[src/rtl/core/longest_prefix_match_route_table_top_defines.svh]
// Assertion macros used by the route table top level.
`ifndef LONGEST_PREFIX_MATCH_ROUTE_TABLE_TOP_DEFINES_SVH
`define LONGEST_PREFIX_MATCH_ROUTE_TABLE_TOP_DEFINES_SVH

// Same-cycle implication, disabled while reset is asserted.
`define LPM_ASSERT_NOW(label, clk, rstn, ante, cons) \
    label: assert property (@(posedge clk) disable iff (!(rstn)) (ante) |-> (cons)) \
        else $error("route table check failed");

// Next-cycle implication, disabled while reset is asserted.
`define LPM_ASSERT_NEXT(label, clk, rstn, ante, cons) \
    label: assert property (@(posedge clk) disable iff (!(rstn)) (ante) |=> (cons)) \
        else $error("route table check failed");

`endif

[src/rtl/core/lpm_pkg.sv]
// Payload types, codes and helpers of the longest prefix match route table.
`default_nettype none

package lpm_pkg;

    localparam logic CMD_ADD    = 1'b0;
    localparam logic CMD_LOOKUP = 1'b1;

    localparam logic [2:0] ST_ADDED   = 3'd0;
    localparam logic [2:0] ST_FULL    = 3'd1;
    localparam logic [2:0] ST_FORWARD = 3'd2;
    localparam logic [2:0] ST_LOCAL   = 3'd3;
    localparam logic [2:0] ST_DROP    = 3'd4;

    typedef struct packed {
        logic        command;
        logic [31:0] address;
        logic [31:0] route_mask;
        logic [15:0] hop_id;
        logic        deliver_local;
    } in_t;

    typedef struct packed {
        logic [2:0]  status;
        logic [15:0] out_hop_id;
        logic [5:0]  prefix_length;
        logic [5:0]  entry_index;
    } out_t;

    // Request token moving down the cell chain, with the best match so far.
    typedef struct packed {
        logic        vld;
        logic        cmd;
        logic [31:0] addr;
        logic [31:0] mask;
        logic [15:0] hop;
        logic        dlv_local;
        logic        full;
        logic        found;
        logic [5:0]  best_len;
        logic [15:0] best_hop;
        logic        best_dlv;
    } tok_t;

    function automatic logic [3:0] byte_ones(input logic [7:0] b);
        logic [3:0] n;
        n = 4'd0;
        for (int i = 0; i < 8; i++) begin
            n = n + {3'd0, b[i]};
        end
        return n;
    endfunction

    function automatic logic [5:0] mask_ones(input logic [31:0] m);
        logic [4:0] lo;
        logic [4:0] hi;
        lo = {1'b0, byte_ones(m[7:0])} + {1'b0, byte_ones(m[15:8])};
        hi = {1'b0, byte_ones(m[23:16])} + {1'b0, byte_ones(m[31:24])};
        return {1'b0, lo} + {1'b0, hi};
    endfunction

endpackage

`default_nettype wire

[src/rtl/core/lpm_cell.sv]
// One route cell: stores one route and passes the request token onward.
`default_nettype none

module lpm_cell #(
    parameter int TABLE_ENTRIES = 64,
    parameter int CELL_IDX      = 0
) (
    input  wire logic                                            aclk,
    input  wire logic                                            aresetn,
    input  wire logic                                            en,
    input  wire lpm_pkg::tok_t                                   in_tok,
    input  wire logic [((TABLE_ENTRIES > 1) ? $clog2(TABLE_ENTRIES) : 1)-1:0] in_pos,
    input  wire logic [$clog2(TABLE_ENTRIES + 1)-1:0]            in_cnt,
    output lpm_pkg::tok_t                                        out_tok,
    output logic [((TABLE_ENTRIES > 1) ? $clog2(TABLE_ENTRIES) : 1)-1:0] out_pos,
    output logic [$clog2(TABLE_ENTRIES + 1)-1:0]                 out_cnt
);
    import lpm_pkg::*;

    localparam int IW = (TABLE_ENTRIES > 1) ? $clog2(TABLE_ENTRIES) : 1;
    localparam int CW = $clog2(TABLE_ENTRIES + 1);

    logic [31:0] net_reg;
    logic [31:0] mask_reg;
    logic [15:0] hop_reg;
    logic        dlv_reg;
    logic [5:0]  len_reg;

    tok_t          tok_reg, tok_next;
    logic [IW-1:0] pos_reg, pos_next;
    logic [CW-1:0] cnt_reg;

    logic wr_hit;
    logic in_use;
    logic hit;

    assign wr_hit = in_tok.vld && (in_tok.cmd == CMD_ADD) && !in_tok.full
                    && (in_pos == IW'(CELL_IDX));
    assign in_use = CW'(CELL_IDX) < in_cnt;
    assign hit    = in_tok.vld && (in_tok.cmd == CMD_LOOKUP) && in_use
                    && ((in_tok.addr & mask_reg) == (net_reg & mask_reg))
                    && (!in_tok.found || (len_reg > in_tok.best_len));

    always_comb begin
        tok_next = in_tok;
        pos_next = in_pos;
        if (hit) begin
            tok_next.found    = 1'b1;
            tok_next.best_len = len_reg;
            tok_next.best_hop = hop_reg;
            tok_next.best_dlv = dlv_reg;
            pos_next          = IW'(CELL_IDX);
        end
    end

    always_ff @(posedge aclk) begin
        if (!aresetn) begin
            tok_reg.vld <= 1'b0;
        end else if (en) begin
            tok_reg.vld <= tok_next.vld;
        end
        // Payload of the token and the stored route need no reset.
        if (en) begin
            tok_reg.cmd       <= tok_next.cmd;
            tok_reg.addr      <= tok_next.addr;
            tok_reg.mask      <= tok_next.mask;
            tok_reg.hop       <= tok_next.hop;
            tok_reg.dlv_local <= tok_next.dlv_local;
            tok_reg.full      <= tok_next.full;
            tok_reg.found     <= tok_next.found;
            tok_reg.best_len  <= tok_next.best_len;
            tok_reg.best_hop  <= tok_next.best_hop;
            tok_reg.best_dlv  <= tok_next.best_dlv;
            pos_reg           <= pos_next;
            cnt_reg           <= in_cnt;
            if (wr_hit) begin
                net_reg  <= in_tok.addr;
                mask_reg <= in_tok.mask;
                hop_reg  <= in_tok.hop;
                dlv_reg  <= in_tok.dlv_local;
                len_reg  <= mask_ones(in_tok.mask);
            end
        end
    end

    assign out_tok = tok_reg;
    assign out_pos = pos_reg;
    assign out_cnt = cnt_reg;

endmodule

`default_nettype wire

[config.mk]
export PLATFORM = sky130hd
export DESIGN_NAME = lpm_cell
export DESIGN_NICKNAME = d
export VERILOG_FILES = /design/src/rtl/core/longest_prefix_match_route_table_top_defines.svh /design/src/rtl/core/lpm_pkg.sv /design/src/rtl/core/lpm_cell.sv
export SDC_FILE = /design/constraint.sdc
export NUM_CORES = 1
export LEC_CHECK = 0
export BUFFER_PORTS_ARGS = -buffer_cell sky130_fd_sc_hd__buf_2
export CAP_MARGIN = 10
export CORE_ASPECT_RATIO = 0.75
export CORE_MARGIN = 10
export CORE_UTILIZATION = 51
export DETAILED_ROUTE_END_ITERATION = 12
export GPL_ROUTABILITY_DRIVEN = 0
export PLACE_DENSITY = 0.82
export SYNTH_ARGS = -nofsm -noshare
export SYNTH_HDL_FRONTEND = slang
export SYNTH_SLANG_ARGS = --single-unit
[constraint.sdc]
create_clock -name aclk -period 6.46 [get_ports aclk]
set_input_delay 0.969 -clock aclk [delete_from_list [all_inputs] [get_ports aclk]]
set_output_delay 0.969 -clock aclk [all_outputs]
set_load 0.05 [all_outputs]
==> results of run 1 <==
[worst max-delay path: stages]
cell and delay, ns:
buf_2 0.10, inv_1 0.06, fa_1 0.53, fa_1 0.41, inv_1 0.09, fa_1 0.45
fa_1 0.52, fa_1 0.54, inv_1 0.05, fa_1 0.59, inv_1 0.06, ha_1 0.28
a21o_1 0.15, a21oi_1 0.23, nor2b_1 0.09, o21a_1 0.17
[cells in the mapped netlist, types with 4 or more instances]
cell | count | share of area
nand2_1 | 7 | 0.0033
a21oi_1 | 5 | 0.0031
a22oi_1 | 16 | 0.015
edfxtp_1 | 207 | 0.77
and2_1 | 6 | 0.0047
xor2_1 | 32 | 0.035
mux2_4 | 4 | 0.0075
fa_1 | 24 | 0.060
inv_1 | 57 | 0.027
mux2_2 | 19 | 0.027
ha_1 | 13 | 0.020
[path summary, 6_finish.rpt]
path	start	endpoint	slack (ns)	cells after the start
setup / recovery	in_tok[42]	len_reg[5]	1.41	16
hold reg to reg	out_tok[107]	out_tok[107]	0.53	2
setup reg to reg	net_reg[29]	out_tok[21]	3.43	6
hold / removal	out_tok[107]	out_tok[107]	0.53	2
[final cells by class]
class	count	area, um2
multi-input cells	150	1600
repair buffers	247	1250
clock inverters	13	120
diodes	1	2.50
fillers	1106	5160
flip-flops and latches	208	6240
well taps	205	256
clock buffers	23	533
inverters	57	214
[metrics by stage]
step / setup slack [ns] / hold WS [ns] / instance area, um2 / std cells / util
2_1_floorplan: 1.25 / 0.525 / 8050 / 418 / -
3_3_place_gp: 1.00 / 0.493 / 9550 / 867 / 0.621
3_5_place_dp: 0.857 / 0.515 / 9550 / 867 / 0.621
4_1_cts: 1.36 / 0.528 / 10200 / 903 / 0.664
5_1_grt: 1.15 / 0.568 / 10200 / 903 / 0.664
6_report: 1.41 / 0.527 / 10200 / 904 / 0.664
[power breakdown]
part           internal, mW  switching (mW)  total [mW]  leakage [nW]
sequential             1.59          0.0148        1.61          1.96
clock                 0.674           0.473        1.15         0.318
combinational         0.337           0.565       0.901          1.94
[layer usage]
| layer | global-route usage | routed length (um) | vias up |
|---|---|---|---|
| met3 | 0.0593 | 2040 | 23 |
| met5 | 0 | 0 | - |
| met4 | 0.0353 | 316 | 0 |
| met2 | 0.264 | 8410 | 201 |
| li1 | - | - | 2066 |
| met1 | 0.220 | 7480 | 2135 |
[kinds of logic after synthesis]
logic type                 Yosys count  synth area share
adders and majority gates           37            0.0799
and+or+nand+nor                     27            0.0190
buffers and inverters               60            0.0295
DFF                                208             0.774
AOI/OAI and AO/OA                   27            0.0239
xor gates and xnor gates            35            0.0381
muxes                               24            0.0353
==> impl_metrics.ini, run 1 <==
[timing]
period_minus_slack_ns = 5.05
finalHoldViolations = 0
setup_tns_ns = 0
setup_violations = 0
rsz0062_at_grt = false
min_period_over_period = 0.782
clock_skew_ns = 0.0137
max_freq_mhz = 198
worstMarginPinSlew_ns = 1.17
relSlewSlack = 0.222
drv_slew = 0

[floorplanning]
ios = 245
rows = 39
initial_utilization = 0.524
die_y_um = 129
fp.coreArea_um2 = 15400
fp.dieW_um = 165
die_area_um2 = 21300

[yosys]
yosys_register_bits = 208
synth_area_um2 = 8050
synthCells = 418
syn_area_per_cell_um2 = 19.3
yosys_warnings = 0
synth_enable_flop_cells = 207
async_reset_ff_frac = 0
syn_nets = 579
ys_seq_area_frac = 0.774
synth_flop_cell = edfxtp_1
synth_cell_type_count = 29

[cts]
clk_latency_ns = 0.49
cts.reportedPaths.clkPinSlew_ns = 0.06
root_buffer = clkbuf_16
cts_setup_buffers = 0
holdBufCountCts = 0
cts_buffer_depth = 3
cts_num_sinks = 208
cts_tree = yes
htreeDepth = 1
cts-resized-gates = 0
numCtsBuffers = 20

[layout]
final_common_cell = buf_2
layout_common_cells = buf_2 (243), edfxtp_1 (207), inv_1 (57)
nNetsFinal = 845
drive_gt1_frac = 0.436
largest_reg_flops = 108
syn_to_final_growth_pct = 26.8

[global_routing]
antenna_found_initial = 2
grt_max_degree = 88
grt_util_all_layers = 0.167
grt_pass1_vias = 4919
grt_pass1_wl_um = 27700
overflow = 0

[power_and_ir_drop]
powerDensity_nw_per_um2 = 358
power_mw = 3.65
peakVddDrop_v = 0.000296
power.leakage_nw = 4.22

[routing]
ant_nets = 0
wirelength_um = 18300
remaining_drc_errors = 0
routed-via-count = 4425
initialDrtViolationCount = 291
vias_per_cell = 4.89
wl_per_cell_um = 20.2
dr.pass1.iters = 4

[worst_setup_path]
end_kind = flip-flop
critPathLaunchType = input pin
crit_type = input pin to flip-flop
crit_path_max_fanout = 3
cp_data_arrival_time_ns = 5.29
worstPathRequired_ns = 6.70

[placement]
io_buffers = 244
hpwl_um = 13900

[job]
maxCapViolCount = 0

[min_path]
hold_class = flip-flop to flip-flop

[status]
status = finished, final reports clean
No activity file was read; power rests on OpenSTA's default activity.
==> run 2: changes to the inputs <==
==> constraint.sdc (replaced) <==
create_clock -name aclk -period 4.7 [get_ports aclk]
set_input_delay 0.705 -clock aclk [delete_from_list [all_inputs] [get_ports aclk]]
set_output_delay 0.705 -clock aclk [all_outputs]
set_load 0.05 [all_outputs]
==> impl_metrics.ini, run 2 (synthesized netlist as in run 1, its figures left out) <==
[cts]
htreeDepth = 1
holdBufCountCts = 0
cts.reportedPaths.clkPinSlew_ns = 0.06
cts_tree = yes
cts_num_sinks = 208
cts_buffer_depth = 3
numCtsBuffers = 20
root_buffer = clkbuf_16
clk_latency_ns = 0.48

[layout]
syn_to_final_growth_pct = 28.1
diodes = 0
drive_gt1_frac = 0.457
largest_reg_flops = 108
final_common_cell = buf_2
nNetsFinal = 859
fillers = 1066
layout_common_cells = buf_2 (243), edfxtp_1 (207), inv_1 (54)
final_util = 0.671

[placement]
place_ws_ns = -0.424
io_buffers = 244
hpwl_um = 14100

[global_routing]
antenna_found_initial = 1
overflow = 0
grt_util_all_layers = 0.168
grt_pass1_vias = 4949
grt_max_degree = 69
grt_pass1_wl_um = 27900

[worst_setup_path]
crit_chain = buf_2 > inv_2 > fa_2 > fa_1 > fa_1 > fa_1 > fa_1 > fa_1 > inv_1 > ha_2 > inv_2 > fa_2 > inv_1 > a21o_1 > a21oi_2 > xnor2_1
rr_worst_depth = 6
crit_path_start = in_tok[65]
crit_type = input pin to flip-flop
cp_data_arrival_time_ns = 4.82
timing.rr.end = out_tok[5]
crit_path_max_fanout = 2
rrSetupSlack_ns = 1.69
cpPeakStageDelay_ns = 0.60
critPathLaunchType = input pin
crit_slowest_cell = fa_2
cpMostUsedCell = fa_1
worst-path-buf-inv = 5
r2r_start = net_reg[29]
worstPathRequired_ns = 4.93
crit_family = adder cells
end_kind = flip-flop

[min_path]
worstHoldStart = in_tok[30]
min_to = out_tok[30]
hold_class = input pin to flip-flop
min_path_cells = 1

[timing]
finalHoldViolations = 0
clock_skew_ns = 0.0112
rsz0062_at_grt = true
setup_violations = 0
relSlewSlack = 0.319
worstMarginPinSlew_ns = 1.02
drv_slew = 0
whs_ns = 0.414
period_minus_slack_ns = 4.60
max_freq_mhz = 218
setup_slack_ns = 0.103
min_period_over_period = 0.978

[routing]
wl_per_cell_um = 20.3
initialDrtViolationCount = 236
remaining_drc_errors = 0
routed-via-count = 4531
vias_per_cell = 4.95
wirelength_um = 18600
ant_nets = 0
dr.pass1.iters = 4

[floorplanning]
die_y_um = 129
fp.coreArea_um2 = 15400
ios = 245
rows = 39
fp.dieW_um = 165
die_area_um2 = 21300
initial_utilization = 0.524

[status]
status = finished, final reports clean

[power_and_ir_drop]
powerDensity_nw_per_um2 = 506
power.leakage_nw = 4.27
peakVddDrop_v = 0.000309

[job]
maxCapViolCount = 0
## run 2: changes by cell type in the layout (fill, tap and decap cells not counted), moves of 2 or more
| cell | delta |
|---|---|
| buf_4 | +14 |
| fa_1 | -4 |
| fa_2 | +4 |
| clkbuf_1 | +3 |
| clkbuf_8 | +3 |
| clkinv_2 | -3 |
| inv_1 | -3 |
| inv_2 | +3 |
| a21oi_1 | -2 |
| a21oi_2 | +2 |
| clkinvlp_4 | -2 |
## run 2: worst max path at each step
| stage | endpoint | slack, ns | cells past startpoint |
|---|---|---|---|
| after global routing | len_reg[4] | -0.03 | 16 |
| after CTS | len_reg[4] | 0.08 | 16 |
| after detailed placement | len_reg[4] | -0.42 | 16 |
| final | len_reg[4] | 0.10 | 16 |
| after global placement | len_reg[4] | -0.32 | 16 |
| after floorplan | len_reg[4] | -0.07 | 15 |
## run 2: layer usage
metal  vias to the layer above  routed length, um  track usage
met1                      2205               7510        0.217
met4                         2                223       0.0317
met3                        23               2150       0.0660
met5                         -                 10            0
li1                       2094                  -            -
met2                       207               8710        0.268
## run 2: final cells by class
type	instances	area (um2)	share of cell area
clock buffers	29	586	0.0567
clock inverters	6	56.3	0.00546
inverters	57	214	0.0207
multi-input cells	150	1620	0.157
flip-flops and latches	208	6240	0.604
well taps	205	256	0.0249
repair buffers	261	1350	0.131
## run 2: report_power, final
group          switching [mW]  internal [mW]  total, mW
logic                   0.839          0.621       1.46
clock network           0.633          0.919       1.55
registers              0.0204           2.19       2.21
total                    1.49           3.73       5.22
## run 2: what timing repair did
action,in CTS,in global routing
setup buffers,0,0
endpoints found under the setup margin,0,1
resized for setup,0,1
## run 2: per-stage QoR
stage                     std cells  total power, mW  setup TNS [ns]  cell area (um2)
after global placement          881             3.65           -1.16             9670
after CTS                       916             5.28               0            10300
final                           916             5.22               0            10300
after detailed placement        881             3.73           -1.59             9670
after global routing            916             5.50         -0.0319            10300
after floorplan                 418             3.21          -0.122             8070
